==> config.mk <==
export PLATFORM = sky130hd
export DESIGN_NAME = utf8_case_map_and_char_boundaries_top_flat
export DESIGN_NICKNAME = d
export VERILOG_FILES = /design/src/rtl/core/u8cb_pkg.sv /design/src/rtl/core/u8cb_in_if.sv /design/src/rtl/core/u8cb_out_if.sv /design/src/rtl/core/u8cb_cfg_if.sv /design/src/rtl/core/u8cb_byte_eval.sv /design/src/rtl/core/utf8_case_map_and_char_boundaries_top.sv /design/src/flat_wrapper.sv
export VERILOG_INCLUDE_DIRS = /design/src /design/src/rtl/core
export SDC_FILE = /design/constraint.sdc
export NUM_CORES = 1
export LEC_CHECK = 0
export BUFFER_PORTS_ARGS = -buffer_cell sky130_fd_sc_hd__buf_4
export CORE_ASPECT_RATIO = 0.7
export CORE_UTILIZATION = 50
export CTS_CLUSTER_DIAMETER = 40
export DETAILED_ROUTE_END_ITERATION = 10
export PLACE_DENSITY = 0.76
export SYNTH_ARGS = -nofsm -noshare
export SYNTH_HDL_FRONTEND = slang
export SYNTH_SLANG_ARGS = --single-unit
==> constraint.sdc <==
create_clock -name clk_i -period 2.9 [get_ports clk_i]
set_input_delay 0.29 -clock clk_i [delete_from_list [all_inputs] [get_ports clk_i]]
set_output_delay 0.29 -clock clk_i [all_outputs]
set_load 0.01 [all_outputs]
==> src/rtl/core/utf8_case_map_and_char_boundaries_top_assert.svh <==
// assertion macros used by the top-level rtl file
`ifndef UTF8_CASE_MAP_AND_CHAR_BOUNDARIES_TOP_ASSERT_SVH
`define UTF8_CASE_MAP_AND_CHAR_BOUNDARIES_TOP_ASSERT_SVH

`ifndef SYNTHESIS
// concurrent check on an explicit clock and active-low reset
`define U8CB_ASSERT_CLK(lbl, clk, rstn, prop, msg) \
  lbl: assert property (@(posedge clk) disable iff (!rstn) prop) else $error(msg);
// concurrent check on the block clock and reset
`define U8CB_ASSERT(lbl, prop, msg) \
  `U8CB_ASSERT_CLK(lbl, clk_i, rst_ni, prop, msg)
`else
`define U8CB_ASSERT_CLK(lbl, clk, rstn, prop, msg)
`define U8CB_ASSERT(lbl, prop, msg)
`endif

`endif

==> src/rtl/core/u8cb_pkg.sv <==
package u8cb_pkg;

  // width of the per-text byte counter
  localparam int unsigned OFFSET_WIDTH = 32;
  localparam int unsigned OUT_OFFSET_W = 32;

  localparam logic [OFFSET_WIDTH-1:0] POS_ZERO = '0;
  localparam logic [OFFSET_WIDTH-1:0] POS_ONE  = {{(OFFSET_WIDTH-1){1'b0}}, 1'b1};

  // case mapping modes
  typedef enum logic [1:0] {
    CASE_NONE  = 2'd0,
    CASE_LOWER = 2'd1,
    CASE_UPPER = 2'd2,
    CASE_TITLE = 2'd3
  } fold_mode_e;

  localparam fold_mode_e FOLD_MODE_RESET = CASE_LOWER;

  // utf-8 lead and continuation patterns
  localparam logic [7:0] LEAD1_MASK  = 8'h80;
  localparam logic [7:0] CONT_MASK   = 8'hC0;
  localparam logic [7:0] LEAD2_MASK  = 8'hE0;
  localparam logic [7:0] LEAD3_MASK  = 8'hF0;
  localparam logic [7:0] LEAD4_MASK  = 8'hF8;
  localparam logic [7:0] LEAD2_MIN   = 8'hC2;
  localparam logic [7:0] LEAD4_MAX   = 8'hF4;
  localparam logic [7:0] CONT_CODE   = 8'h80;
  localparam logic [7:0] LEAD2_CODE  = 8'hC0;
  localparam logic [7:0] LEAD3_CODE  = 8'hE0;
  localparam logic [7:0] LEAD4_CODE  = 8'hF0;

  // ascii letter and whitespace codes
  localparam logic [7:0] UC_A       = 8'h41;
  localparam logic [7:0] UC_Z       = 8'h5A;
  localparam logic [7:0] LC_A       = 8'h61;
  localparam logic [7:0] LC_Z       = 8'h7A;
  localparam logic [7:0] CASE_DELTA = 8'h20;
  localparam logic [7:0] SPACE_CODE = 8'h20;
  localparam logic [7:0] WS_LO      = 8'h09;
  localparam logic [7:0] WS_HI      = 8'h0D;

  // per-text tracking state
  typedef struct packed {
    logic [1:0]              pend;
    logic                    err;
    logic                    cap;
    logic [OFFSET_WIDTH-1:0] pos;
  } trk_state_t;

  localparam trk_state_t TRK_RESET = '{pend: 2'd0, err: 1'b0, cap: 1'b1, pos: POS_ZERO};

  // one result item
  typedef struct packed {
    logic [7:0]              text_byte;
    logic                    char_start;
    logic [2:0]              char_length;
    logic [OUT_OFFSET_W-1:0] char_offset;
    logic                    end_of_text;
    logic                    text_valid;
  } result_t;

endpackage

==> src/rtl/core/u8cb_in_if.sv <==
interface u8cb_in_if;
  logic       valid;
  logic       ready;
  logic [7:0] data_byte;
  logic       last_byte;

  modport source (output valid, output data_byte, output last_byte, input ready);
  modport sink (input valid, input data_byte, input last_byte, output ready);
endinterface

==> src/rtl/core/u8cb_out_if.sv <==
interface u8cb_out_if;
  logic        valid;
  logic        ready;
  logic [7:0]  text_byte;
  logic        char_start;
  logic [2:0]  char_length;
  logic [31:0] char_offset;
  logic        end_of_text;
  logic        text_valid;

  modport source (output valid, output text_byte, output char_start, output char_length,
                  output char_offset, output end_of_text, output text_valid, input ready);
  modport sink (input valid, input text_byte, input char_start, input char_length,
                input char_offset, input end_of_text, input text_valid, output ready);
endinterface

==> src/rtl/core/u8cb_cfg_if.sv <==
interface u8cb_cfg_if;
  logic       valid;
  logic       ready;
  logic [1:0] fold_mode;

  modport source (output valid, output fold_mode, input ready);
  modport sink (input valid, input fold_mode, output ready);
endinterface

==> src/rtl/core/u8cb_byte_eval.sv <==
module u8cb_byte_eval (
  input  logic [7:0]           data_byte_i,
  input  logic                 last_byte_i,
  input  logic [1:0]           fold_mode_i,
  input  u8cb_pkg::trk_state_t state_i,
  output u8cb_pkg::trk_state_t state_o,
  output u8cb_pkg::result_t    result_o
);
  import u8cb_pkg::*;

  logic       is_upper;
  logic       is_lower;
  logic       is_space;
  logic [7:0] lower_byte;
  logic [7:0] upper_byte;
  logic [7:0] mapped;
  logic       start;
  logic [2:0] len;
  logic       err_n;
  logic [1:0] pend_n;

  // ascii classification
  assign is_upper   = (data_byte_i >= UC_A) && (data_byte_i <= UC_Z);
  assign is_lower   = (data_byte_i >= LC_A) && (data_byte_i <= LC_Z);
  assign is_space   = (data_byte_i == SPACE_CODE) ||
                      ((data_byte_i >= WS_LO) && (data_byte_i <= WS_HI));
  assign lower_byte = is_upper ? (data_byte_i + CASE_DELTA) : data_byte_i;
  assign upper_byte = is_lower ? (data_byte_i - CASE_DELTA) : data_byte_i;

  // case mapping
  always_comb begin
    case (fold_mode_i)
      CASE_NONE:  mapped = data_byte_i;
      CASE_LOWER: mapped = lower_byte;
      CASE_UPPER: mapped = upper_byte;
      CASE_TITLE: mapped = state_i.cap ? upper_byte : lower_byte;
      default:    mapped = data_byte_i;
    endcase
  end

  // utf-8 lead and continuation check
  always_comb begin
    start  = 1'b0;
    len    = 3'd0;
    err_n  = state_i.err;
    pend_n = 2'd0;
    if (state_i.pend != 2'd0) begin
      if ((data_byte_i & CONT_MASK) != CONT_CODE) begin
        err_n = 1'b1;
      end
      pend_n = state_i.pend - 2'd1;
    end else begin
      start = 1'b1;
      if ((data_byte_i & LEAD1_MASK) == 8'h00) begin
        len = 3'd1;
      end else if ((data_byte_i & LEAD2_MASK) == LEAD2_CODE) begin
        len = 3'd2;
        if (data_byte_i < LEAD2_MIN) begin
          err_n = 1'b1;
        end
      end else if ((data_byte_i & LEAD3_MASK) == LEAD3_CODE) begin
        len = 3'd3;
      end else if ((data_byte_i & LEAD4_MASK) == LEAD4_CODE) begin
        len = 3'd4;
        if (data_byte_i > LEAD4_MAX) begin
          err_n = 1'b1;
        end
      end else begin
        // stray continuation or invalid lead
        len   = 3'd1;
        err_n = 1'b1;
      end
      pend_n = 2'(len - 3'd1);
    end
    // truncated character at end of text
    if (last_byte_i && (pend_n != 2'd0)) begin
      err_n = 1'b1;
    end
  end

  // result fields
  assign result_o.text_byte   = mapped;
  assign result_o.char_start  = start;
  assign result_o.char_length = len;
  assign result_o.char_offset = OUT_OFFSET_W'(state_i.pos);
  assign result_o.end_of_text = last_byte_i;
  assign result_o.text_valid  = last_byte_i & ~err_n;

  // next state, restart after the final byte
  always_comb begin
    if (last_byte_i) begin
      state_o = TRK_RESET;
    end else begin
      state_o.pend = pend_n;
      state_o.err  = err_n;
      state_o.cap  = is_space;
      state_o.pos  = state_i.pos + POS_ONE;
    end
  end

endmodule

==> src/rtl/core/utf8_case_map_and_char_boundaries_top.sv <==
// path: a byte passes through the input register and then the result register to the output
// throughput: one byte per cycle; ready falls only when the result register is stalled
// reset: rst_ni asynchronous active low, clears both stages, tracking state and mode (lower)
// the result register and input register hold payload without reset
module utf8_case_map_and_char_boundaries_top (
  input logic         clk_i,
  input logic         rst_ni,
  u8cb_in_if.sink     in_i,
  u8cb_cfg_if.sink    cfg_i,
  u8cb_out_if.source  out_o
);
  import u8cb_pkg::*;

`include "utf8_case_map_and_char_boundaries_top_assert.svh"

  logic       s1_valid_q;
  logic [7:0] s1_byte_q;
  logic       s1_last_q;
  logic       s2_valid_q;
  result_t    s2_res_q;
  logic [1:0] fold_mode_q;
  trk_state_t trk_q;
  trk_state_t trk_d;
  result_t    res_d;
  logic       s2_adv;
  logic       s1_adv;

  // stage advance control
  assign s2_adv     = !s2_valid_q || out_o.ready;
  assign s1_adv     = s2_adv;
  assign in_i.ready = !s1_valid_q || s1_adv;

  // configuration register
  assign cfg_i.ready = 1'b1;
  always_ff @(posedge clk_i or negedge rst_ni) begin
    if (!rst_ni) begin
      fold_mode_q <= FOLD_MODE_RESET;
    end else if (cfg_i.valid) begin
      fold_mode_q <= cfg_i.fold_mode;
    end
  end

  // input register
  always_ff @(posedge clk_i or negedge rst_ni) begin
    if (!rst_ni) begin
      s1_valid_q <= 1'b0;
    end else if (in_i.ready) begin
      s1_valid_q <= in_i.valid;
    end
  end

  always_ff @(posedge clk_i) begin
    if (in_i.valid && in_i.ready) begin
      s1_byte_q <= in_i.data_byte;
      s1_last_q <= in_i.last_byte;
    end
  end

  // per-byte evaluation
  u8cb_byte_eval u_eval (
    .data_byte_i (s1_byte_q),
    .last_byte_i (s1_last_q),
    .fold_mode_i (fold_mode_q),
    .state_i     (trk_q),
    .state_o     (trk_d),
    .result_o    (res_d)
  );

  // tracking state, updated as a byte moves into the result register
  always_ff @(posedge clk_i or negedge rst_ni) begin
    if (!rst_ni) begin
      trk_q <= TRK_RESET;
    end else if (s1_valid_q && s1_adv) begin
      trk_q <= trk_d;
    end
  end

  // result register
  always_ff @(posedge clk_i or negedge rst_ni) begin
    if (!rst_ni) begin
      s2_valid_q <= 1'b0;
    end else if (s2_adv) begin
      s2_valid_q <= s1_valid_q;
    end
  end

  always_ff @(posedge clk_i) begin
    if (s1_valid_q && s1_adv) begin
      s2_res_q <= res_d;
    end
  end

  // output channel
  assign out_o.valid       = s2_valid_q;
  assign out_o.text_byte   = s2_res_q.text_byte;
  assign out_o.char_start  = s2_res_q.char_start;
  assign out_o.char_length = s2_res_q.char_length;
  assign out_o.char_offset = s2_res_q.char_offset;
  assign out_o.end_of_text = s2_res_q.end_of_text;
  assign out_o.text_valid  = s2_res_q.text_valid;

  // checks
  `U8CB_ASSERT(a_pos_restart, (s1_valid_q && s1_adv && s1_last_q) |=> (trk_q.pos == POS_ZERO), "position not cleared after final byte")
  `U8CB_ASSERT(a_start_len, out_o.valid |-> (out_o.char_start == (out_o.char_length != 3'd0)), "char_start and char_length disagree")
  `U8CB_ASSERT(a_valid_on_end, out_o.valid && out_o.text_valid |-> out_o.end_of_text, "text_valid without end_of_text")
  `U8CB_ASSERT(a_s1_hold, (s1_valid_q && !s1_adv) |=> (s1_valid_q && $stable(s1_byte_q) && $stable(trk_q)), "input stage lost a stalled byte")

endmodule
==> src/flat_wrapper.sv <==
// flat-port wrapper written by rule: the top's interface ports become plain ports
module utf8_case_map_and_char_boundaries_top_flat import u8cb_pkg::*;
  (clk_i, rst_ni, in_i_valid, in_i_data_byte, in_i_last_byte, in_i_ready, cfg_i_valid, cfg_i_fold_mode, cfg_i_ready, out_o_valid, out_o_text_byte, out_o_char_start, out_o_char_length, out_o_char_offset, out_o_end_of_text, out_o_text_valid, out_o_ready);
  u8cb_in_if in_i_i ();
  u8cb_cfg_if cfg_i_i ();
  u8cb_out_if out_o_i ();
  input logic clk_i;
  input logic rst_ni;
  input wire logic [$bits(in_i_i.valid)-1:0] in_i_valid;
  input wire logic [$bits(in_i_i.data_byte)-1:0] in_i_data_byte;
  input wire logic [$bits(in_i_i.last_byte)-1:0] in_i_last_byte;
  output wire logic [$bits(in_i_i.ready)-1:0] in_i_ready;
  input wire logic [$bits(cfg_i_i.valid)-1:0] cfg_i_valid;
  input wire logic [$bits(cfg_i_i.fold_mode)-1:0] cfg_i_fold_mode;
  output wire logic [$bits(cfg_i_i.ready)-1:0] cfg_i_ready;
  output wire logic [$bits(out_o_i.valid)-1:0] out_o_valid;
  output wire logic [$bits(out_o_i.text_byte)-1:0] out_o_text_byte;
  output wire logic [$bits(out_o_i.char_start)-1:0] out_o_char_start;
  output wire logic [$bits(out_o_i.char_length)-1:0] out_o_char_length;
  output wire logic [$bits(out_o_i.char_offset)-1:0] out_o_char_offset;
  output wire logic [$bits(out_o_i.end_of_text)-1:0] out_o_end_of_text;
  output wire logic [$bits(out_o_i.text_valid)-1:0] out_o_text_valid;
  input wire logic [$bits(out_o_i.ready)-1:0] out_o_ready;
  assign in_i_i.valid = in_i_valid;
  assign in_i_i.data_byte = in_i_data_byte;
  assign in_i_i.last_byte = in_i_last_byte;
  assign in_i_ready = in_i_i.ready;
  assign cfg_i_i.valid = cfg_i_valid;
  assign cfg_i_i.fold_mode = cfg_i_fold_mode;
  assign cfg_i_ready = cfg_i_i.ready;
  assign out_o_valid = out_o_i.valid;
  assign out_o_text_byte = out_o_i.text_byte;
  assign out_o_char_start = out_o_i.char_start;
  assign out_o_char_length = out_o_i.char_length;
  assign out_o_char_offset = out_o_i.char_offset;
  assign out_o_end_of_text = out_o_i.end_of_text;
  assign out_o_text_valid = out_o_i.text_valid;
  assign out_o_i.ready = out_o_ready;
  utf8_case_map_and_char_boundaries_top u_core (.clk_i(clk_i), .rst_ni(rst_ni), .in_i(in_i_i), .cfg_i(cfg_i_i), .out_o(out_o_i));
endmodule
==> Word level (Yosys, flattened, before mapping) <==
Cells that the tools add are included.
{ "classes": {"n_bitwise": 2, "n_addsub": 5, "n_lt_le_gt_ge": 8, "n_eq_ne": 8, "n_reduce_logical": 15, "n_mux": 21} }
{ "op_table": {"columns": ["operator", "n"], "rows": [
  ["36-bit two-way mux", 1],
  ["32-bit by 1-bit adder with 32-bit output (second input constant)", 1],
  ["8-bit case mux with 4 select lines", 1],
  ["8-bit two-way mux", 3],
  ["8-bit by 7-bit >= comparator with 1-bit output (second input constant)", 2],
  ["8-bit by 7-bit less-or-equal comparator with 1-bit output (second input constant)", 2],
  ["3-bit two-way mux", 5],
  ["1-bit two-way mux", 10],
  ["8-bit by 6-bit adder with 8-bit output (second input constant)", 1],
  ["8-bit by 6-bit == test with 1-bit output (second input constant)", 1],
  ["8-bit by 4-bit >= comparator with 1-bit output (second input constant)", 1],
  ["8-bit greater-than comparator (second input constant)", 1],
  ["8-bit by 4-bit less-or-equal comparator with 1-bit output (second input constant)", 1],
  ["8-bit zero test", 1],
  ["8-bit less-than comparator (second input constant)", 1],
  ["8-bit by 6-bit subtractor with 8-bit output (second input constant)", 1],
  ["1-bit logical AND", 6],
  ["5-bit == test (second input constant)", 1],
  ["2-bit == test (second input constant)", 2],
  ["4-bit == test (second input constant)", 1],
  ["2-bit nonzero test", 2],
  ["2-bit by 1-bit subtractor with 2-bit output (second input constant)", 2],
  ["3-bit == test (second input constant)", 1],
  ["1-bit logical OR", 3],
  ["other kinds (7)", 8]
]} }
{ "word_totals": {"regBits": 95, "out_inout_bits": 49, "inputBits": 16, "elab_cells": 74} }

==> Longest topological paths before layout <==
Gate-level depths: netlist of the first run.
{ "depth": {"depth_word": 13, "mapped_depth": 8} }

==> Modules after synthesis <==
From an unflattened synthesis of the first run, not the netlist that was laid out.
{ "hier_totals": {"cells_unflattened": 386, "hier_area_um2": 4860.9} }
{ "modules_own_cells": {"columns": ["module", "area_per_inst_um2", "seq_area_each_um2", "n_inst", "cells_each"], "rows": [
  ["utf8_case_map_and_char_boundaries_top", 3291.9, 2655.0, 1, 145],
  ["u8cb_byte_eval", 1569.0, 0.0, 1, 241]
]} }

==> Worst setup path after synthesis of the first run <==
Ideal clock, no wire load.
{ "synth_path": {"path_kind": "register to register", "start": "register u_core.s2_valid_q, in the netlist u_core.out_o.valid", "end": "register u_core.trk_q[32] (netlist name)", "t_arrival_ns": 2.332, "path_buffers": 1, "period_less_slack_ns": 2.411, "required_ns": 2.820, "path_slack_ns": 0.489, "stages_incl_launch_ff": 7, "path_cell_list": "dfrtp_1 -> nand2b_1 -> clkbuf_1 -> nand2_1 -> inv_1 -> nand4_1 -> o21ai_0"} }
{ "synth_between": {"elab_chain_len": 3} }
{ "synth_rtl": {"columns": ["element", "line", "source"], "rows": [
  ["start, declared", "utf8_case_map_and_char_boundaries_top.sv:19", "logic s2_valid_q;"],
  ["start signal, assigned", "utf8_case_map_and_char_boundaries_top.sv:83", "s2_valid_q <= s1_valid_q;"],
  ["1-bit zero test", "utf8_case_map_and_char_boundaries_top.sv:29", "assign s2_adv = !s2_valid_q || out_o.ready;"],
  ["1-bit logical OR", "utf8_case_map_and_char_boundaries_top.sv:29", null],
  ["1-bit logical AND", "utf8_case_map_and_char_boundaries_top.sv:73", "end else if (s1_valid_q && s1_adv) begin"],
  ["end signal, assigned", "utf8_case_map_and_char_boundaries_top.sv:74", "trk_q <= trk_d;"],
  ["end, declared", "utf8_case_map_and_char_boundaries_top.sv:22", "trk_state_t trk_q;"]
]} }
No other way between the ends.
A chain may end at the register's enable or synchronous reset.

==> Worst setup path after layout of the first run <==
{ "layout_path": {"start": "register u_core.trk_q[8] (netlist name)", "end": "register u_core.trk_q[24] (netlist name)"} }
{ "layout_between": {"elab_chain_len": 2} }
{ "layout_rtl": {"columns": ["element", "line", "source"], "rows": [
  ["32-bit by 1-bit adder with 32-bit output", "u8cb_byte_eval.sv:97", "state_o.pos = state_i.pos + POS_ONE;"],
  ["36-bit two-way mux", "u8cb_byte_eval.sv:91", "if (last_byte_i) begin"]
]} }
No other way between the ends.

==> flow_summary.json, run 1 <==
{
  "clk_latency_ps": 330,
  "drc": 0,
  "via_per_inst": 5.721,
  "synth_fa_ha_area_share_pct": 1.517,
  "period_minus_slack_ps": 2159,
  "ir_drop_mv": 0.3846,
  "synthesis.area_um2": 4123,
  "critPathTopFamily": "simple AND/OR/NAND/NOR gates",
  "grt_util_met3_pct": 4.922,
  "grt_pass1_vias": 2579,
  "skew_ps": 6.091,
  "hold_class": "in2reg",
  "initialDrtViolationCount": 206,
  "clk_pin_slew_ps": 60,
  "synth-simple-area-share_pct": 18.30,
  "place_area_um2": 4681,
  "fp-row-count": 27,
  "tns_ps": 0,
  "gp_congestion": 0.8768,
  "antenna_left": 0,
  "routed_wl_um": 7940,
  "crit_start": "u_core.trk_q[8]$_DFFE_PN0P_",
  "stdcell_area_um2": 5005,
  "crit_required_ps": 3150,
  "initial_core_util_pct": 51.93,
  "setup_viol": 0,
  "yosysUniqueCellTypes": 51,
  "p_per_area_nw_per_um2": 656.2,
  "io_pins": 65,
  "io_buffers": 63,
  "drive_gt1_share_pct": 23.62,
  "yosys.area_share.xor_xnor_pct": 1.062,
  "worstSetupStartpointType": "register",
  "synth_top_family_by_area": "simple AND/OR/NAND/NOR gates",
  "htreeDepth": 3,
  "async_reset_ff_share_pct": 42.11,
  "synth_area_per_cell_um2": 12.53,
  "antenna_found_initial": 0,
  "cts_root_buf": "clkbuf_16",
  "grt_max_degree": 41,
  "synth_mux_area_share_pct": 2.246,
  "dieWidth_um": 110.5,
  "fin_nets": 414,
  "die_area_um2": 8618,
  "final_cells": 499,
  "grt_setup_unrepaired": "false",
  "grtUsageTotal_pct": 19.32,
  "antenna_cells": 0,
  "die_y_um": 77.97,
  "cts_sinks": 95,
  "synth-compound-area-share_pct": 9.803,
  "syn-num-nets": 350,
  "ys_seq_elements": 95,
  "yosysWarnings": 0,
  "worstMarginPinSlew_ps": 840.1,
  "cts_resized": 0,
  "finalHoldViolations": 0,
  "crit_chain": "nand4_2, or4_4, or4_1, a21oi_1",
  "status": "completed",
  "drv_slew": 0,
  "dp_hpwl_um": 5278,
  "crit_type": "reg2reg",
  "clockBufferDepth": 2,
  "rr_startpoint": "u_core.trk_q[8]$_DFFE_PN0P_",
  "worstPathArrival_ps": 2410,
  "cp.buffers_inverters": 0,
  "hold_start": "cfg_i_valid",
  "leakage_nw": 1.979,
  "max_stage_delay_ps": 710,
  "cts_made_buffers": 9,
  "use_met1_pct": 28.02,
  "cap_violations": 0,
  "cp_slowest_cell": "or4_4",
  "gr-total-overflow": 0,
  "period_share_pct": 74.45,
  "grt.busiest_layer": "met2",
  "wl_per_cell_um": 15.91,
  "syn_to_final_growth_pct": 21.40,
  "cts_tree": "yes",
  "synthCells": 329,
  "ys.flop_type": "edfxtp_1",
  "dpl.cell_count": 482,
  "slew_headroom_pct": 44.00,
  "synth_edf_count": 55,
  "end_kind": "register",
  "vias": 2855,
  "synth_seq_area_share_pct": 64.40,
  "clock.fmax_ghz": 0.4632,
  "grt_use_met2_pct": 28.26,
  "worst-path-max-fanout": 27,
  "grt_pass1_wl_um": 13020,
  "core_area_um2": 7939,
  "drt_pre_antenna_iters": 4
}
==> final timing paths <==
path,to,slack (ps),cells after the start
min in group asynchronous,u_core.trk_q[18]$_DFFE_PN0P_,480,2
hold reg to reg,u_core.out_o.char_offset[31]$_DFFE_PP_,470,0
max in group asynchronous,u_core.fold_mode_q[0]$_DFFE_PN1P_,2030,2
setup / recovery,u_core.trk_q[24]$_DFFE_PN0P_,740,4
setup reg to reg,u_core.trk_q[24]$_DFFE_PN0P_,740,4
hold / removal,u_core.fold_mode_q[0]$_DFFE_PN1P_,120,2
==> sequential cells by signal, indices dropped and copies added (netlist names) <==
signal                    cells
u_core.s1_last_q              1
u_core.out_o.text_valid       1
u_core.s1_valid_q             1
u_core.out_o.char_offset     32
u_core.out_o.end_of_text      1
u_core.out_o.valid            1
u_core.out_o.text_byte        8
u_core.fold_mode_q            2
u_core.trk_q                 36
u_core.s1_byte_q              8
u_core.out_o.char_start       1
u_core.out_o.char_length      3
==> synthesized netlist by cell type (2+ instances only) <==
cell	n	share of area [%]
o21a_1	3	0.55
or3_1	7	1.1
a31oi_1	2	0.30
dfstp_2	2	1.3
xor2_1	3	0.64
and3_1	4	0.61
o21ai_0	16	1.9
nand2_1	29	2.6
mux2i_1	7	1.7
buf_6	2	0.55
o31ai_1	9	1.6
inv_1	10	0.91
or4_1	10	1.8
nor2_1	9	0.82
and4_1	6	1.3
nor3_1	3	0.36
nor4_1	4	0.61
nor4_2	4	1.2
nand4_1	10	1.5
a21oi_1	22	2.7
clkbuf_1	9	0.82
xnor2_1	2	0.42
ha_1	5	1.5
mux2_2	2	0.55
and2_1	4	0.61
nand2b_1	13	2.0
dfrtp_1	38	23
or2_2	2	0.30
edfxtp_1	55	40
nand3_1	14	1.7
o211ai_1	2	0.36
nor2b_1	2	0.30
==> metrics by stage <==
stage | utilization, % | total power, mW | hold WS, ps | worst slack [ps]
after floorplan | - | 1.891 | -5.591 | 488.5
after global placement | 58.96 | 2.066 | 308.1 | 875.1
after detailed placement | 58.96 | 2.076 | 313.3 | 787.0
after CTS | 63.04 | 3.308 | 107.7 | 752.3
after global routing | 63.04 | 3.410 | 111.9 | 637.9
final | 63.04 | 3.284 | 117.1 | 740.9
==> kinds of logic after synthesis <==
logic type,after synthesis
muxes,9
and+or+nand+nor,127
buffers and inverters,23
other,1
adders and majority gates,5
AOI/OAI and AO/OA,64
xor gates and xnor gates,5
DFF,95
==> cells in the final DEF (no fill, tap or decap), drive strengths merged, types with 4 or more instances in the layout <==
cell / instances
mux2i: 7
nand2: 29
a21oi: 22
and4: 6
dfrtp: 38
inv: 10
or4: 11
nand2b: 13
nand3: 14
edfxtp: 55
o21ai: 16
or3: 7
nor4: 8
buf: 65
clkbuf: 10
nor2: 9
and2: 4
and3: 4
o31ai: 9
ha: 5
nand4: 11
==> area by class of cell <==
type | count | area, µm²
Sequential cell | 95 | 2655
Clock inverter | 6 | 85.08
Tap cell | 101 | 126.4
Fill cell | 600 | 2934
Timing Repair Buffer | 66 | 510.5
Multi-Input combinational cell | 211 | 1361
Clock buffer | 10 | 229.0
Inverter | 10 | 37.54
==> routing by layer <==
metal	up-vias	share of wire [%]
li1	1379	-
met1	1392	48
met2	77	45
met3	7	5.5
met4	0	1.3
met5	-	0
==> repair_timing <==
item / in CTS / in global routing
hold buffers: 1 / 0
endpoints found under the hold margin: 38 / 0
setup buffers: 0 / 0
==> report_power, final <==
part           internal [mW]  switching [mW]  leakage (nW)  total [mW]
Clock                  0.752           0.481         0.148        1.23
Combinational          0.185           0.206         0.751       0.391
Sequential              1.57          0.0936          1.08        1.66
(Power assumes the default switching activity.)
==> run 2, diff against run 1 <==
Clock period 2.9 ns to 2 ns, I/O delays scaled along.
==> run 2 against run 1 <==
Compared with the run above:
- core utilization rose by 2.1 points
- clock skew rose by 1.3 ps
- via count rose by 6.3%
- hold slack got worse by 100 ps
- cell count rose by 4.0%
- sequential share of layout area fell by 1.7 points
- worst setup slack got worse by 690 ps
- largest power group unchanged
==> flow_summary.json, run 2 (synthesized netlist as in run 1, its figures left out) <==
{
  "antenna_cells": 0,
  "max_stage_delay_ps": 690,
  "cts_tree": "yes",
  "cp_slowest_cell": "or4_4",
  "end_kind": "register",
  "drv_slew": 0,
  "stdcell_area_um2": 5170,
  "grt_max_degree": 41,
  "final_cell_mix": "buf_4 (84), edfxtp_1 (55), dfrtp_1 (38), nand2_1 (28), a21oi_1 (21)",
  "antenna_left": 0,
  "die_y_um": 77.97,
  "period_share_pct": 97.54,
  "clk_latency_ps": 340,
  "drc": 0,
  "worstMarginPinSlew_ps": 536.1,
  "vias": 3034,
  "cts_made_buffers": 9,
  "wl_per_cell_um": 16.20,
  "antenna_found_initial": 0,
  "place_area_um2": 4822,
  "hold_class": "in2reg",
  "gr-total-overflow": 0,
  "via_per_inst": 5.846,
  "period_minus_slack_ps": 1951,
  "core_area_um2": 7939,
  "grt_pass1_wl_um": 13680,
  "dieWidth_um": 110.5,
  "leakage_nw": 2.067,
  "gp_congestion": 0.8597,
  "path_depth": 4,
  "clockBufferDepth": 2,
  "syn_to_final_growth_pct": 25.40,
  "worstSetupStartpointType": "register",
  "crit_chain": "nand3_1, or4_4, or4_1, a21oi_1",
  "status": "completed",
  "final_util_pct": 65.12,
  "worst-path-max-fanout": 27,
  "worstPathArrival_ps": 2220,
  "tns_ps": 0,
  "grt_pass1_vias": 2746,
  "io_pins": 65,
  "crit_required_ps": 2270,
  "grtUsageTotal_pct": 20.37,
  "drive_gt1_share_pct": 28.95,
  "p_per_area_nw_per_um2": 914.6,
  "setup_viol": 0,
  "critPathTopFamily": "simple AND/OR/NAND/NOR gates",
  "cap_violations": 0,
  "r2r_cells": 4,
  "initial_core_util_pct": 51.93,
  "cts_root_buf": "clkbuf_16",
  "io_buffers": 63,
  "slew_headroom_pct": 64.26,
  "grt_setup_unrepaired": "true",
  "clock.fmax_ghz": 0.5126,
  "htreeDepth": 3,
  "whs_path_depth": 2,
  "clk_pin_slew_ps": 60,
  "dp_hpwl_um": 5639,
  "final_common_cell": "buf_4",
  "dp_slack_ps": 15.31,
  "skew_ps": 7.385,
  "fin_ws_ps": 49.12,
  "finalHoldViolations": 0,
  "largest_reg_flops": 36,
  "cts_sinks": 95,
  "cp.buffers_inverters": 0,
  "crit_type": "reg2reg",
  "ir_drop_mv": 0.4799,
  "p_total_mw": 4.729,
  "drt_pre_antenna_iters": 5,
  "routed_wl_um": 8410,
  "die_area_um2": 8618,
  "fin_nets": 434,
  "largest-register": "u_core.trk_q",
  "fp-row-count": 27,
  "initialDrtViolationCount": 226
}
[run 2: timing repair]
item                                    in CTS  in global routing
hold buffers                                 1                  0
hold endpoints to repair                    38                  0
pin swaps                                    1                  5
gates cloned                                 0                  0
endpoints found under the setup margin       1                 19
resized for setup                            0                  8
buffers inserted                             0                  2
[run 2: metal layers]
metal,track usage (%),wire [µm]
met2,30.93,3995
met3,6.016,482
met4,6.533,119
met1,28.24,3813
met5,0,0
[run 2: final timing paths]
check / startpoint / slack [ps] / to
max: u_core.trk_q[5]$_DFFE_PN0P_ / 50 / u_core.trk_q[19]$_DFFE_PN0P_
min: cfg_i_valid / 20 / u_core.fold_mode_q[0]$_DFFE_PN1P_
max reg2reg: u_core.trk_q[5]$_DFFE_PN0P_ / 50 / u_core.trk_q[19]$_DFFE_PN0P_
min reg2reg: u_core.trk_q[31]$_DFFE_PN0P_ / 470 / u_core.out_o.char_offset[31]$_DFFE_PP_
max in group asynchronous: rst_ni / 1220 / u_core.trk_q[32]$_DFFE_PN1P_
min in group asynchronous: rst_ni / 380 / u_core.trk_q[0]$_DFFE_PN0P_
[run 2: area by class of cell]
cell class,instances,area (µm²)
timing repair buffer,86,660.6
fill,569,2769
inverter,10,41.29
sequential,95,2655
multi-input combinational,211,1394
tap,101,126.4
clock buffer,12,246.5
clock inverter,4,46.29
[run 2: metrics by stage]
stage	hold WS, ps	std cells
after global routing	15.28	519
after CTS	11.41	517
final	16.10	519
after detailed placement	217.5	500
after global placement	212.1	500
after floorplan	-95.59	329
[run 2: report_power, final]
part | total, mW | internal (mW) | switching, mW
clock network | 1.70 | 0.998 | 0.698
registers | 2.39 | 2.27 | 0.118
logic | 0.643 | 0.305 | 0.338
total | 4.73 | 3.57 | 1.15
==> run 3, diff against run 2 <==
Settings changed: CORE_UTILIZATION 50 to 35, PLACE_DENSITY 0.76 to 0.58.
==> run 3 against run 2 <==
Compared with the run above:
- global-route usage down 5.5 points
- core utilization decreased by 19 points
- sequential share of layout area down 0.37 points
- fmax rose by 1.1%
- cell area rose by 0.73%
- register-to-register slack gained 20 ps
- highest routed layer unchanged
- critical path depth unchanged
- cell count up 11%
- clock skew increased by 1.2 ps
- via count is 6.1% lower
- total power fell by 4.2%
- worst setup slack gained 22 ps
==> flow_summary.json, run 3 (synthesized netlist as in run 1, its figures left out) <==
{
  "status": "completed",
  "grt_pass1_wl_um": 13930,
  "cts_sinks": 95,
  "clk_pin_slew_ps": 60,
  "dp_slack_ps": 52.03,
  "p_total_mw": 4.529,
  "grt_max_degree": 41,
  "die_y_um": 92.81,
  "r2r_cells": 4,
  "drive_gt1_share_pct": 28.27,
  "drt_pre_antenna_iters": 4,
  "antenna_found_initial": 0,
  "whs_endpoint": "u_core.fold_mode_q[0]$_DFFE_PN1P_",
  "worstPathArrival_ps": 2190,
  "worstSetupStartpointType": "register",
  "whs_path_depth": 2,
  "reg2reg_to": "u_core.trk_q[24]$_DFFE_PN0P_",
  "syn_to_final_growth_pct": 26.31,
  "ir_drop_mv": 0.4206,
  "crit_required_ps": 2260,
  "fin_nets": 437,
  "largest-register": "u_core.trk_q",
  "cts_root_buf": "clkbuf_16",
  "final_cell_mix": "buf_4 (87), edfxtp_1 (55), dfrtp_1 (38), nand2_1 (28), a21oi_1 (22)",
  "drv_slew": 0,
  "wl_per_cell_um": 14.54,
  "grt_setup_unrepaired": "true",
  "fp-row-count": 32,
  "dpl.cell_count": 556,
  "clockBufferDepth": 2,
  "clock.fmax_ghz": 0.5183,
  "worstMarginPinSlew_ps": 528.6,
  "hold_class": "in2reg",
  "critPathTopFamily": "simple AND/OR/NAND/NOR gates",
  "num-fill-cells": 1065,
  "via_per_inst": 4.963,
  "cp.buffers_inverters": 0,
  "final_common_cell": "buf_4",
  "io_pins": 65,
  "antenna_cells": 0,
  "skew_ps": 8.628,
  "core_area_um2": 11250,
  "max_stage_delay_ps": 680,
  "clk_latency_ps": 340,
  "crit_chain": "nand2_1, or4_4, or4_4, a21oi_1",
  "crit_top_cell": "or4_4",
  "cp_slowest_cell": "or4_4",
  "initial_core_util_pct": 36.64,
  "dieWidth_um": 131.7,
  "leakage_nw": 2.071,
  "stdcell_area_um2": 5207,
  "initialDrtViolationCount": 105,
  "grt_pass1_vias": 2745,
  "period_minus_slack_ps": 1929,
  "hold_start": "cfg_i_valid",
  "r2r_setup_slack_ps": 70,
  "grtUsageTotal_pct": 14.90,
  "rr_startpoint": "u_core.trk_q[6]$_DFFE_PN0P_",
  "end_kind": "register",
  "drc": 0,
  "crit_type": "reg2reg",
  "cap_violations": 0,
  "gp_congestion": 0.8088,
  "largest_reg_flops": 36,
  "final_cells": 574,
  "gr-total-overflow": 0,
  "htreeDepth": 3,
  "place_area_um2": 4917,
  "setup_viol": 0,
  "dp_hpwl_um": 5756,
  "finalHoldViolations": 0,
  "fin_ws_ps": 70.77,
  "period_share_pct": 96.46,
  "slew_headroom_pct": 64.76,
  "cts_tree": "yes",
  "worst-path-max-fanout": 27,
  "tns_ps": 0,
  "routed_wl_um": 8347,
  "io_buffers": 63,
  "cts_made_buffers": 9,
  "p_per_area_nw_per_um2": 869.7,
  "die_area_um2": 12220,
  "antenna_left": 0,
  "vias": 2849
}
## run 3: cell count changes in the layout (fill, tap and decap cells not counted), sizes merged
cell and change:
clkinv +2, buf +3, clkbuf -1, bufinv -1
## run 3: layer usage
layer	GRT usage, %	vias to the layer above	routed length [µm]
met4	5.523	0	110
met3	3.941	8	373
met2	20.86	74	3409
met5	0	-	0
met1	21.82	1347	4452
li1	-	1420	-
## run 3: report_power, final
part	total [mW]	switching [mW]	internal, mW
logic	0.648	0.337	0.310
registers	2.39	0.117	2.27
clock network	1.49	0.662	0.830
## run 3: metrics by stage
step / util, % / hold WS (ps)
2_1_floorplan: - / -95.59
3_3_place_gp: 43.71 / 221.2
3_5_place_dp: 43.71 / 221.7
4_1_cts: 46.09 / 18.26
5_1_grt: 46.29 / 20.09
6_report: 46.29 / 28.56
## run 3: how the worst max path moves through the flow
stage / startpoint / to / slack, ps / depth (start not counted)
after floorplan: u_core.out_o.valid$_DFFE_PN0P_ / u_core.out_o.char_length[0]$_SDFFCE_PN0P_ / 30 / 4
after global placement: u_core.trk_q[7]$_DFFE_PN0P_ / u_core.trk_q[24]$_DFFE_PN0P_ / 60 / 4
after detailed placement: u_core.trk_q[7]$_DFFE_PN0P_ / u_core.trk_q[24]$_DFFE_PN0P_ / 50 / 4
after CTS: u_core.trk_q[7]$_DFFE_PN0P_ / u_core.trk_q[24]$_DFFE_PN0P_ / 30 / 4
after global routing: u_core.trk_q[3]$_DFFE_PN0P_ / u_core.trk_q[17]$_DFFE_PN0P_ / -20 / 4
final: u_core.trk_q[6]$_DFFE_PN0P_ / u_core.trk_q[24]$_DFFE_PN0P_ / 70 / 4
## run 3: worst register-to-register path, delay by kind of cell, from the launching register on
kind | cells | cell delay (ps)
compound gates | 1 | 150
flops | 1 | 400
simple gates | 3 | 1310
## run 3: what timing repair did
item,in CTS,in global routing
setup buffers,0,1
setup endpoints to repair,0,13
gates resized for setup,0,4
hold buffers,1,0
endpoints found under the hold margin,38,0
## run 3: final cells by class
cell class | instances | area [µm²] | share of cell area (%)
Timing Repair Buffer | 89 | 683.2 | 13.12
Clock inverter | 5 | 25.02 | 0.4805
Tap cell | 153 | 191.4 | 3.676
Sequential cell | 95 | 2655 | 50.99
Multi-Input combinational cell | 211 | 1379 | 26.48
Inverter | 10 | 41.29 | 0.7929
Clock buffer | 11 | 232.7 | 4.469
